### src/hdl/frt_pkg.sv
// ----------------------------------------------------------------------------
// Fragment reassembly tracker package
// Shared constants, result codes and the request record that passes from the
// front end to the back end of the tracker.
// ----------------------------------------------------------------------------
package frt_pkg;

    localparam int SLOTS_DEF        = 8;
    localparam int LEN_BITS_DEF     = 24;
    localparam int HEADER_BYTES_DEF = 16;
    localparam int COOKIE_BYTES     = 8;

    // Depth of the request queue between the front and back ends.
    localparam int QDEPTH = 2;
    localparam int QPTR_W = 1;
    localparam int QCNT_W = 2;

    localparam logic [2:0] ST_SINGLE   = 3'd0;
    localparam logic [2:0] ST_PARTIAL  = 3'd1;
    localparam logic [2:0] ST_COMPLETE = 3'd2;
    localparam logic [2:0] ST_SHORT    = 3'd3;
    localparam logic [2:0] ST_OVERFLOW = 3'd4;
    localparam logic [2:0] ST_FULL     = 3'd5;

    localparam logic [1:0] KIND_SHORT  = 2'd0;
    localparam logic [1:0] KIND_SINGLE = 2'd1;
    localparam logic [1:0] KIND_FRAG   = 2'd2;

    typedef struct packed {
        logic [1:0]  kind;
        logic [15:0] plen;
        logic [63:0] frag_cookie;
        logic [30:0] sender_process;
        logic [30:0] sender_socket;
        logic [23:0] announced_len;
    } frt_req_t;

endpackage

### src/hdl/frt_front.sv
// ----------------------------------------------------------------------------
// Fragment reassembly tracker front end
// Accepts datagram headers, classifies them as short, single or fragment,
// works out the payload length and queues the request for the back end.
// ----------------------------------------------------------------------------
module frt_front
    import frt_pkg::*;
#(
    parameter int HEADER_BYTES = HEADER_BYTES_DEF
)
(
    input  logic        clk,
    input  logic        rst_n,
    input  logic        in_valid,
    output logic        in_ready,
    input  logic [15:0] datagram_len,
    input  logic [63:0] frag_cookie,
    input  logic [30:0] sender_process,
    input  logic [30:0] sender_socket,
    input  logic [23:0] announced_len,
    output logic        q_valid,
    output frt_req_t    q_req,
    input  logic        q_pop
);

    localparam logic [15:0] COOKIE_LEN = 16'(COOKIE_BYTES);
    localparam logic [15:0] FRAG_MIN   = 16'(COOKIE_BYTES + HEADER_BYTES);

    frt_req_t           q_mem_reg [QDEPTH];
    logic [QPTR_W-1:0]  wr_ptr_reg, wr_ptr_next;
    logic [QPTR_W-1:0]  rd_ptr_reg, rd_ptr_next;
    logic [QCNT_W-1:0]  count_reg, count_next;
    frt_req_t           req_new;
    logic               push;

    always_comb
    begin
        req_new.frag_cookie    = frag_cookie;
        req_new.sender_process = sender_process;
        req_new.sender_socket  = sender_socket;
        req_new.announced_len  = announced_len;
        if (datagram_len < COOKIE_LEN)
        begin
            req_new.kind = KIND_SHORT;
            req_new.plen = '0;
        end
        else if (frag_cookie == 64'd0)
        begin
            req_new.kind = KIND_SINGLE;
            req_new.plen = datagram_len - COOKIE_LEN;
        end
        else if (datagram_len < FRAG_MIN)
        begin
            req_new.kind = KIND_SHORT;
            req_new.plen = '0;
        end
        else
        begin
            req_new.kind = KIND_FRAG;
            req_new.plen = datagram_len - FRAG_MIN;
        end
    end

    assign in_ready = (count_reg != QCNT_W'(QDEPTH));
    assign push     = in_valid && in_ready;
    assign q_valid  = (count_reg != '0);
    assign q_req    = q_mem_reg[rd_ptr_reg];

    always_comb
    begin
        wr_ptr_next = push  ? wr_ptr_reg + 1'b1 : wr_ptr_reg;
        rd_ptr_next = q_pop ? rd_ptr_reg + 1'b1 : rd_ptr_reg;
        count_next  = count_reg;
        if (push && !q_pop)
        begin
            count_next = count_reg + 1'b1;
        end
        else if (!push && q_pop)
        begin
            count_next = count_reg - 1'b1;
        end
    end

    always_ff @(posedge clk or negedge rst_n)
    begin
        if (!rst_n)
        begin
            wr_ptr_reg <= '0;
            rd_ptr_reg <= '0;
            count_reg  <= '0;
        end
        else
        begin
            wr_ptr_reg <= wr_ptr_next;
            rd_ptr_reg <= rd_ptr_next;
            count_reg  <= count_next;
        end
    end

    always_ff @(posedge clk)
    begin
        if (push)
        begin
            q_mem_reg[wr_ptr_reg] <= req_new;
        end
    end

endmodule

### src/hdl/frt_back.sv
// ----------------------------------------------------------------------------
// Fragment reassembly tracker back end
// Holds the per-sender message table, looks up the sender of each fragment,
// updates the slot and drives the registered result.
// ----------------------------------------------------------------------------
module frt_back
    import frt_pkg::*;
#(
    parameter int SLOTS    = SLOTS_DEF,
    parameter int LEN_BITS = LEN_BITS_DEF
)
(
    input  logic        clk,
    input  logic        rst_n,
    input  logic        q_valid,
    input  frt_req_t    q_req,
    output logic        q_pop,
    output logic        out_valid,
    input  logic        out_ready,
    output logic [2:0]  status,
    output logic [2:0]  slot_index,
    output logic [23:0] write_offset,
    output logic [15:0] payload_len,
    output logic [23:0] message_len,
    output logic        replaced_stale
);

    localparam int SLOT_W = (SLOTS > 1) ? $clog2(SLOTS) : 1;
    localparam int CW     = (LEN_BITS > 16) ? LEN_BITS : 16;

    localparam logic B_IDLE = 1'b0;
    localparam logic B_DONE = 1'b1;

    logic state_reg, state_next;

    logic [SLOTS-1:0]    entry_valid_reg;
    logic [30:0]         entry_process_reg  [SLOTS];
    logic [30:0]         entry_socket_reg   [SLOTS];
    logic [63:0]         entry_cookie_reg   [SLOTS];
    logic [LEN_BITS-1:0] entry_total_reg    [SLOTS];
    logic [LEN_BITS-1:0] entry_received_reg [SLOTS];

    frt_req_t         work_reg;
    logic [SLOTS-1:0] match_reg, match_next;
    logic [SLOTS-1:0] same_reg, same_next;
    logic [SLOTS-1:0] free_reg;

    logic               out_valid_reg, out_valid_next;
    logic [2:0]         status_reg;
    logic [2:0]         slot_index_reg;
    logic [23:0]        write_offset_reg;
    logic [15:0]        payload_len_reg;
    logic [23:0]        message_len_reg;
    logic               replaced_stale_reg;

    logic [SLOT_W-1:0]   hit_idx, free_idx, slot;
    logic                hit, same, free_any, fresh;
    logic [LEN_BITS-1:0] ann, tot, rcv, space, rcv_new, rcv_upd;
    logic                ovf, done_msg, advance, tbl_write;
    logic [2:0]          res_status;
    logic [2:0]          res_slot;
    logic [23:0]         res_off;
    logic [23:0]         res_mlen;
    logic                res_stale;

    // Lookup stage: compare the queue head against every slot at once.
    always_comb
    begin
        for (int i = 0; i < SLOTS; i++)
        begin
            match_next[i] = entry_valid_reg[i]
                && (entry_process_reg[i] == q_req.sender_process)
                && (entry_socket_reg[i] == q_req.sender_socket);
            same_next[i]  = match_next[i] && (entry_cookie_reg[i] == q_req.frag_cookie);
        end
    end

    // Lowest matching slot and lowest free slot.
    always_comb
    begin
        hit_idx  = '0;
        free_idx = '0;
        for (int i = SLOTS - 1; i >= 0; i--)
        begin
            if (match_reg[i])
            begin
                hit_idx = SLOT_W'(i);
            end
            if (free_reg[i])
            begin
                free_idx = SLOT_W'(i);
            end
        end
    end

    always_comb
    begin
        hit      = |match_reg;
        same     = |same_reg;
        free_any = |free_reg;
        slot     = hit ? hit_idx : free_idx;
        // A new or restarted message starts from the announced length.
        fresh    = !(hit && same);
        ann      = LEN_BITS'(work_reg.announced_len);
        tot      = fresh ? ann : entry_total_reg[slot];
        rcv      = fresh ? '0 : entry_received_reg[slot];
        space    = tot - rcv;
        ovf      = CW'(work_reg.plen) > CW'(space);
        rcv_new  = rcv + LEN_BITS'(work_reg.plen);
        done_msg = !ovf && !(rcv_new < tot);
        rcv_upd  = ovf ? rcv : rcv_new;

        res_status = ST_SHORT;
        res_slot   = '0;
        res_off    = '0;
        res_mlen   = '0;
        res_stale  = 1'b0;
        tbl_write  = 1'b0;
        case (work_reg.kind)
            KIND_SINGLE:
            begin
                res_status = ST_SINGLE;
                res_mlen   = 24'(work_reg.plen);
            end
            KIND_FRAG:
            begin
                if (!hit && !free_any)
                begin
                    res_status = ST_FULL;
                end
                else
                begin
                    tbl_write = 1'b1;
                    res_slot  = 3'(slot);
                    res_off   = 24'(rcv);
                    res_stale = hit && !same;
                    if (ovf)
                    begin
                        res_status = ST_OVERFLOW;
                    end
                    else if (!done_msg)
                    begin
                        res_status = ST_PARTIAL;
                    end
                    else
                    begin
                        res_status = ST_COMPLETE;
                        res_mlen   = 24'(tot);
                    end
                end
            end
            default:
            begin
                res_status = ST_SHORT;
            end
        endcase
    end

    assign q_pop   = (state_reg == B_IDLE) && q_valid;
    assign advance = (state_reg == B_DONE) && (!out_valid_reg || out_ready);

    always_comb
    begin
        state_next = state_reg;
        case (state_reg)
            B_IDLE:
            begin
                if (q_valid)
                begin
                    state_next = B_DONE;
                end
            end
            B_DONE:
            begin
                if (advance)
                begin
                    state_next = B_IDLE;
                end
            end
            default:
            begin
                state_next = B_IDLE;
            end
        endcase
    end

    always_comb
    begin
        out_valid_next = out_valid_reg;
        if (advance)
        begin
            out_valid_next = 1'b1;
        end
        else if (out_ready)
        begin
            out_valid_next = 1'b0;
        end
    end

    always_ff @(posedge clk or negedge rst_n)
    begin
        if (!rst_n)
        begin
            state_reg       <= B_IDLE;
            out_valid_reg   <= 1'b0;
            entry_valid_reg <= '0;
        end
        else
        begin
            state_reg     <= state_next;
            out_valid_reg <= out_valid_next;
            if (advance && tbl_write)
            begin
                entry_valid_reg[slot] <= !done_msg;
            end
        end
    end

    always_ff @(posedge clk)
    begin
        if (q_pop)
        begin
            work_reg  <= q_req;
            match_reg <= match_next;
            same_reg  <= same_next;
            free_reg  <= ~entry_valid_reg;
        end
        if (advance && tbl_write)
        begin
            entry_process_reg[slot]  <= work_reg.sender_process;
            entry_socket_reg[slot]   <= work_reg.sender_socket;
            entry_cookie_reg[slot]   <= work_reg.frag_cookie;
            entry_total_reg[slot]    <= tot;
            entry_received_reg[slot] <= rcv_upd;
        end
        if (advance)
        begin
            status_reg         <= res_status;
            slot_index_reg     <= res_slot;
            write_offset_reg   <= res_off;
            payload_len_reg    <= (work_reg.kind == KIND_SHORT) ? 16'd0 : work_reg.plen;
            message_len_reg    <= res_mlen;
            replaced_stale_reg <= res_stale;
        end
    end

    assign out_valid      = out_valid_reg;
    assign status         = status_reg;
    assign slot_index     = slot_index_reg;
    assign write_offset   = write_offset_reg;
    assign payload_len    = payload_len_reg;
    assign message_len    = message_len_reg;
    assign replaced_stale = replaced_stale_reg;

endmodule

### src/hdl/fragment_reassembly_tracker_unit.sv
// ----------------------------------------------------------------------------
// Fragment reassembly tracker
// Tracks in-progress fragmented messages, one table slot per sender, and
// reports for each received datagram header where its payload belongs.
//
//   Channel  Direction  Handshake             Payload
//   in       request    in_valid / in_ready   datagram_len .. announced_len
//   out      result     out_valid / out_ready status .. replaced_stale
//
// In the back end the idle state compares the sender against all slots, and
// the done state selects the slot, updates it and loads the result; no new
// request is taken until the result of the last one has been loaded.
// A two-entry queue lets the front accept while the back end or the result
// register is stalled. Reset clears all slots at once; no sweep is needed.
// ----------------------------------------------------------------------------
module fragment_reassembly_tracker_unit
    import frt_pkg::*;
#(
    parameter int SLOTS        = SLOTS_DEF,
    parameter int LEN_BITS     = LEN_BITS_DEF,
    parameter int HEADER_BYTES = HEADER_BYTES_DEF
)
(
    input  logic        clk,
    input  logic        rst_n,
    input  logic        in_valid,
    output logic        in_ready,
    input  logic [15:0] datagram_len,
    input  logic [63:0] frag_cookie,
    input  logic [30:0] sender_process,
    input  logic [30:0] sender_socket,
    input  logic [23:0] announced_len,
    output logic        out_valid,
    input  logic        out_ready,
    output logic [2:0]  status,
    output logic [2:0]  slot_index,
    output logic [23:0] write_offset,
    output logic [15:0] payload_len,
    output logic [23:0] message_len,
    output logic        replaced_stale
);

    logic     q_valid;
    logic     q_pop;
    frt_req_t q_req;

    frt_front #(
        .HEADER_BYTES (HEADER_BYTES)
    ) u_front (
        .clk            (clk),
        .rst_n          (rst_n),
        .in_valid       (in_valid),
        .in_ready       (in_ready),
        .datagram_len   (datagram_len),
        .frag_cookie    (frag_cookie),
        .sender_process (sender_process),
        .sender_socket  (sender_socket),
        .announced_len  (announced_len),
        .q_valid        (q_valid),
        .q_req          (q_req),
        .q_pop          (q_pop)
    );

    frt_back #(
        .SLOTS    (SLOTS),
        .LEN_BITS (LEN_BITS)
    ) u_back (
        .clk            (clk),
        .rst_n          (rst_n),
        .q_valid        (q_valid),
        .q_req          (q_req),
        .q_pop          (q_pop),
        .out_valid      (out_valid),
        .out_ready      (out_ready),
        .status         (status),
        .slot_index     (slot_index),
        .write_offset   (write_offset),
        .payload_len    (payload_len),
        .message_len    (message_len),
        .replaced_stale (replaced_stale)
    );

endmodule

### config.mk
export PLATFORM = sky130hd
export DESIGN_NAME = fragment_reassembly_tracker_unit
export DESIGN_NICKNAME = d
export VERILOG_FILES = /design/src/hdl/frt_pkg.sv /design/src/hdl/frt_front.sv /design/src/hdl/frt_back.sv /design/src/hdl/fragment_reassembly_tracker_unit.sv
export SDC_FILE = /design/constraint.sdc
export NUM_CORES = 2
export LEC_CHECK = 0
export BUFFER_PORTS_ARGS = -buffer_cell sky130_fd_sc_hd__buf_2
export CAP_MARGIN = 20
export CORE_MARGIN = 10
export CORE_UTILIZATION = 55
export DETAILED_ROUTE_END_ITERATION = 12
export PLACE_DENSITY = 0.76
export SLEW_MARGIN = 20
export SYNTH_ARGS = -nofsm -noshare
export SYNTH_HDL_FRONTEND = slang
export SYNTH_SLANG_ARGS = --single-unit
### constraint.sdc
create_clock -name clk -period 29.5 [get_ports clk]
set_clock_uncertainty 0.05 [all_clocks]
set_input_delay 4.425 -clock clk [delete_from_list [all_inputs] [get_ports clk]]
set_output_delay 4.425 -clock clk [all_outputs]
set_load 0.02 [all_outputs]
[Yosys cells after proc, flatten, opt, wreduce, memory -nomap -nowiden]
Memories as Yosys holds them, arrays and structs flattened.
Cells that the tools add are included.
Word-level totals
  flip-flop bits (word level): 277
  latch bits: 0
  RAM bits: 1728
  ROM bits: 0
  bits of input ports: 170
  logic and storage cells: 172
  memories: 6
Cells by class
  add/sub/neg operators: 8
  multipliers: 0
  div/mod/pow operators: 0
  $lt $le $gt $ge: 6
  eq/ne operators: 27
  shifts and indexed selects: 0
  muxes and demuxes: 47
  bitwise operators: 3
  reductions and logical operators: 54
Memory list
  u_back.entry_cookie_reg: depth 8, bits a word 64, read ports 8, clocked after Yosys merged registers in 0, wr ports 1, line frt_back.sv:39  | logic [63:0] entry_cookie_reg [SLOTS];
  u_front.q_mem_reg: depth 2, bits a word 168, read ports 1, clocked after Yosys merged registers in 0, wr ports 1, line frt_front.sv:29  | frt_req_t q_mem_reg [QDEPTH];
  u_back.entry_process_reg: depth 8, bits a word 31, read ports 8, clocked after Yosys merged registers in 0, wr ports 1, line frt_back.sv:37  | logic [30:0] entry_process_reg [SLOTS];
  u_back.entry_socket_reg: depth 8, bits a word 31, read ports 8, clocked after Yosys merged registers in 0, wr ports 1, line frt_back.sv:38  | logic [30:0] entry_socket_reg [SLOTS];
  u_back.entry_received_reg: depth 8, bits a word 24, read ports 1, clocked after Yosys merged registers in 0, wr ports 1, line frt_back.sv:41  | logic [LEN_BITS-1:0] entry_received_reg [SLOTS];
  u_back.entry_total_reg: depth 8, bits a word 24, read ports 1, clocked after Yosys merged registers in 0, wr ports 1, line frt_back.sv:40  | logic [LEN_BITS-1:0] entry_total_reg [SLOTS];
Operators by type and width (number)
  == test 64 bit: 8
  == test 31 bit: 16
  two-way mux 24 bit: 6
  zero test 64 bit: 1
  two-way mux 3 bit: 19
  two-way mux 18 bit: 3
  case mux 24 bit (2 select lines): 1
  logical AND 1 bit: 35
  adder 24 x 16 -> 24 bit: 1
  > comparator 16 x 24 -> 1 bit: 1
  less-than comparator 24 bit: 1
  OR reduction 8 bit: 3
  subtractor 24 bit: 1
  less-than comparator 16 x 4 -> 1 bit, second input constant: 1
  less-than comparator 16 x 5 -> 1 bit, second input constant: 1
  subtractor 16 x 4 -> 16 bit, second input constant: 1
  subtractor 16 x 5 -> 16 bit, second input constant: 1
  two-way mux 1 bit: 11
  zero test 1 bit: 9
  bitwise mux 8 bit: 1
  inverter 8 bit: 1
  two-way mux 2 bit: 3
  case mux 3 bit (2 select lines): 1
  nonzero test 2 bit: 3
  other kinds (14): 16

[Logic depth before layout (Yosys ltp)]
An unclocked memory read counts as a cell.
  word-level depth: 19
  depth in mapped cells: 35

[By module]
From an unflattened synthesis, not the netlist that was laid out.
Unflattened totals
  cells, all modules: 4974
  area total of the unflattened synthesis: 82370.2 um^2
Modules (own cells, without submodules)
  frt_back: instances 1, cells an instance 4328, area an instance 69446.6 um^2, seq. area each 49947.9 um^2
  frt_front: instances 1, cells an instance 646, area an instance 12923.6 um^2, seq. area each 10189.8 um^2

[Worst setup path before layout]
OpenSTA, ideal clock, no wires.
  path type: input to register
  from: in out_ready
  to: reg u_back.entry_valid_reg[2]
  library setup time: 0.103 ns
  arrival time: 13.186 ns
  setup slack: 16.161 ns
  stages: 6
  cells stage by stage: nand2b_1 > nand2_1 > nor2_1 > nand3_1 > nor2_1 > mux2_2
On the way
  word-level cells in the longest chain between the ends: 3
RTL lines
  start: declaration: line fragment_reassembly_tracker_unit.sv:34  | input logic out_ready,
  logical OR 1 bit: line frt_back.sv:160  | assign advance = (state_reg == B_DONE) && (!out_valid_reg || out_ready);
  logical AND 1 bit: line frt_back.sv:160
  logical AND 1 bit: line frt_back.sv:212  | if (advance && tbl_write)
  end signal: indexed assignment: line frt_back.sv:214  | entry_valid_reg[slot] <= !done_msg;
  end: declaration: line frt_back.sv:36  | logic [SLOTS-1:0] entry_valid_reg;
Every way passes these cells.
A chain may end at the register's enable or synchronous reset.

[Worst setup path in the final report]
  from: reg u_back.match_reg[3]
  to: reg u_back.message_len_reg[7] (netlist: u_back.message_len[7]), data pin
On the way
  word-level cells in the longest chain between the ends: 15
RTL lines
  start: declaration: line frt_back.sv:44  | logic [SLOTS-1:0] match_reg, match_next;
  start signal: assignment: line frt_back.sv:224  | match_reg <= match_next;
  two-way mux 3 bit (4 in series): line frt_back.sv:85  | if (match_reg[i])
  two-way mux 3 bit: line frt_back.sv:101  | slot = hit ? hit_idx : free_idx;
  memory read (8 x 24 bit)
  two-way mux 24 bit *: line frt_back.sv:106  | rcv = fresh ? '0 : entry_received_reg[slot];
  via u_back.rcv[5]: line frt_back.sv:58  | logic [LEN_BITS-1:0] ann, tot, rcv, space, rcv_new, rcv_upd;
  subtractor 24 bit or adder 24 x 16 -> 24 bit (tied branches): line frt_back.sv:107, frt_back.sv:109
  > comparator 16 x 24 -> 1 bit or less-than comparator 24 bit (tied branches): line frt_back.sv:108, frt_back.sv:110
  zero test 1 bit: line frt_back.sv:110  | done_msg = !ovf && !(rcv_new < tot);
  logical AND 1 bit: line frt_back.sv:110
  two-way mux 24 bit: line frt_back.sv:141  | else if (!done_msg)
  two-way mux 24 bit *: line frt_back.sv:137  | if (ovf)
  two-way mux 24 bit *: line frt_back.sv:127  | if (!hit && !free_any)
  case mux 24 bit (2 select lines) *: line frt_back.sv:119  | case (work_reg.kind)
  end signal: assignment: line frt_back.sv:242  | message_len_reg <= res_mlen;
  end: declaration: line frt_back.sv:53  | logic [23:0] message_len_reg;
The timed path passes the listed nets; every way through them passes the cells marked *.

==> impl_results.md <==
* Final hold vios at 0
* Max-cap viol count at 0
* Met2 WL post-DR at about 110 mm
* Setup TNS at 0 ns
* Cell area after synthesis at roughly 80,000 um2
* Met3 Routed Length at 28.27 mm
* Site Rows at about 140
* Die area at approximately 160,000 um2
* Vias at between 40,000 and 50,000
* CP delay by family, top: simple AND/OR/NAND/NOR gates
* Worst hold path type: flip-flop to flip-flop
* Post-Route WL at 230.8 mm
* #FFs+latches synth at approximately 2,000
* Max-slew headroom at under 10%
* Clk_lat worst skew at roughly 0.84 ns
* Setup CP Type: flip-flop to flip-flop
* CTS tree: done
* Cell type with the largest total area after synthesis: edfxtp_1
* H-tree Lvls at 4
* Post-route DRC at 0
* Hold-fix buffers, CTS at 0
* Final Setup Violations at 0
* RSZ-0062 raised after global routing: no
* Critical Path Source Type: flip-flop
* CP max FO at 37
* First DRT Iteration DRCs at roughly 6,300
* Synth top area cells: edfxtp_1 73%, xnor2_1 5.9%, xor2_1 4.7%, mux2i_1 2.2%, nor4_1 1.4%
* Worst Hold Depth at 1
* Post-CTS Setup Inserts at 0
* Critical path depth at 29
* Wl on met1 at between 80 and 90 mm
* Fin. max-slew vios at 0
* Max Fclk at around 0.1 GHz
* GP Congestion at approximately 0.95
* Post-synthesis async set-or-reset flop share at less than 1%
* Worst Path Buf+Inv at 2
* LEAKAGE at between 30 and 40 nW
* R2R Path Start: u_back.match_reg[3]$_DFFE_PP_
* Endpoint type of the worst setup path: flip-flop
* Status: finished, final reports clean
* GR Overflow Total at 0
* Sequential share of the synthesized area at between 70% and 80%
* Port Buf Inserts at 242
* Vias in the first global route at 44,830
* Drt pass-1 iters at 6
* Max reg flops at around 500
* Post-Route Utilization at a little over three fifths
* Filler cells at roughly 10,000
* Vias per Instance at between 6 and 7
* Largest net degree at the start of global routing at 95
* Die Wd at about 400 um
* Crit path DAT at ~10 ns
* CTS Buf Count at just under 200
* Required @ worst endpoint at 30.14 ns
* Ports at approximately 240
* Cell Pwr Density at 120.8 nW/um2
* Post-synth EDFFs at around 2,000
* Top cell type's share of synthesized area at between 70 and 80%
* R2R depth at 29
* Reg2reg setup slack at about 20 ns
* Reg area at 60,140 um2
* Root buffer cell: clkbuf_16
* Top Layer Used: met5
* Hold Path Origin: u_back.entry_valid_reg[6]$_DFFE_PN0P_
* Post_cts resized at 0
* Routed length per instance at approximately 31 um
* Crit path largest cell delay at about 0.78 ns
* CTS Sinks at about 2,000
* WHS Endpoint: u_back.entry_valid_reg[6]$_DFFE_PN0P_
* Fin crit share at approximately 33%
* Initial antenna violation count at 31
* CTS Buffer Depth at 3
* Synth Net Count at a little over 5,000
* Area of the multi-input gates at just over 20,000 um2
* Core area at between 100,000 and 150,000 um2
* Post-route ant nets at 0
* Ys Warns at 0
* Area growth syn-to-layout at 13.76%
* Fraction of layout instances using a drive strength above 1 at between 10% and 20%
* Top_reg_cell synth: edfxtp_1
* Slowest cell on crit path: o21ai_0
* Mapped Cells at just under 5,000
* Worst reg2reg path endpoint: u_back.message_len[7]$_SDFFCE_PN0P_
* Synth cell types at 81
* First-pass GRT wire length at around 320 mm
* Die Span Y at between 400 and 500 um
* Hold WS at between 0.4 and 0.5 ns
* Initial Util at between 50% and 60%
* Syn Area/Cell at roughly 17 um2
* Total GRT Usage at between 20 and 30%
* Worst-path clk slew at about 0.06 ns
* Hpwl dp at 150.7 mm
* Least-Margin Pin Slew at roughly 1.4 ns
* VDD IR max at 0.07219 mV
* Final min period at 9.702 ns
* Nets at 5,653
==> synthesized netlist by cell type, drive strengths merged (10+ instances only) <==
cell / n
xor2: 433
xnor2: 550
and4: 10
nand2: 137
o21a: 13
dfrtp: 14
a22o: 20
inv: 202
a21oi: 92
nand2b: 14
clkbuf: 54
a31oi: 15
and2: 10
o22ai: 57
mux2i: 177
a21o: 22
mux4: 46
nor2b: 21
o21ai: 96
a221oi: 12
a211oi: 41
ha: 84
nand4: 152
edfxtp: 1991
nor2: 125
nor4: 187
nand3: 32
mux2: 57
buf: 50
nor3: 32
==> through the flow <==
stage / std cells / cell area (um2) / setup slack [ns] / total power [mW]
floorplan: 4860 / 81540 / 16.16 / 7.045
global placement: 7129 / 86370 / 19.51 / 8.604
detailed placement: 7129 / 86380 / 19.23 / 8.687
CTS: 7483 / 92690 / 19.15 / 11.15
global route: 7490 / 92740 / 19.24 / 11.67
finish: 7498 / 92760 / 19.80 / 11.21
==> report_power, final <==
part | leakage, nW | total, mW | internal, mW | switching (mW)
Clock | 3.08 | 2.47 | 1.41 | 1.07
Combinational | 9.98 | 4.11 | 1.39 | 2.73
Sequential | 18.4 | 4.62 | 4.13 | 0.487
==> cells by family after synthesis <==
group,share of synthesized area (%)
compound gates,3.598
xor+xnor,10.56
fa+ha+maj,1.350
buf+inv,1.508
flops,73.75
mux,4.230
simple gates,5.002
==> worst max-delay path by stage <==
stage	to	start
finish	u_back.message_len[7]$_SDFFCE_PN0P_	u_back.match_reg[3]$_DFFE_PP_
detailed placement	u_back.entry_received_reg[1][11]$_DFFE_PP_	u_back.match_reg[3]$_DFFE_PP_
floorplan	u_back.entry_valid_reg[2]$_DFFE_PN0P_	out_ready
global placement	u_back.entry_received_reg[1][11]$_DFFE_PP_	u_back.match_reg[3]$_DFFE_PP_
CTS	u_back.entry_received_reg[2][12]$_DFFE_PP_	u_back.match_reg[3]$_DFFE_PP_
global route	u_back.entry_received_reg[2][12]$_DFFE_PP_	u_back.match_reg[3]$_DFFE_PP_
==> layer usage <==
| metal | global-route usage (%) | up-vias |
|---|---|---|
| met5 | 0 | - |
| met2 | 42.52 | 3034 |
| met3 | 6.952 | 480 |
| met1 | 38.34 | 23440 |
| met4 | 9.960 | 14 |
| li1 | - | 19640 |
==> cell type report <==
type,count,share of cell area [%]
Timing Repair Buffer,444,2.954
Clock buffer,232,5.433
Inverter,202,0.8269
Multi-Input combinational cell,2549,21.94
Tap cell,1930,2.603
Clock inverter,122,1.366
Sequential cell,2005,64.84
Antenna cell,14,0.03777
==> layout by cell type, fill, tap and decap left out, types with 36 or more instances in the layout <==
| master | synthesis | routed |
|---|---|---|
| nor2_1 | 124 | 114 |
| nand2_1 | 136 | 134 |
| mux4_2 | 46 | 46 |
| clkbuf_1 | 54 | 36 |
| buf_2 | 17 | 242 |
| a21oi_1 | 92 | 91 |
| o21ai_0 | 87 | 85 |
| clkinv_1 | 0 | 43 |
| inv_1 | 201 | 199 |
| clkinv_2 | 0 | 38 |
| clkbuf_16 | 0 | 196 |
| mux2_2 | 53 | 53 |
| buf_4 | 6 | 201 |
| a211oi_1 | 41 | 41 |
| nor4_1 | 187 | 182 |
| ha_1 | 84 | 84 |
| xnor2_1 | 550 | 550 |
| mux2i_1 | 177 | 173 |
| o22ai_1 | 57 | 57 |
| nand4_1 | 152 | 152 |
| edfxtp_1 | 1991 | 1991 |
| xor2_1 | 433 | 433 |
Power figures use the tool's default switching activity.
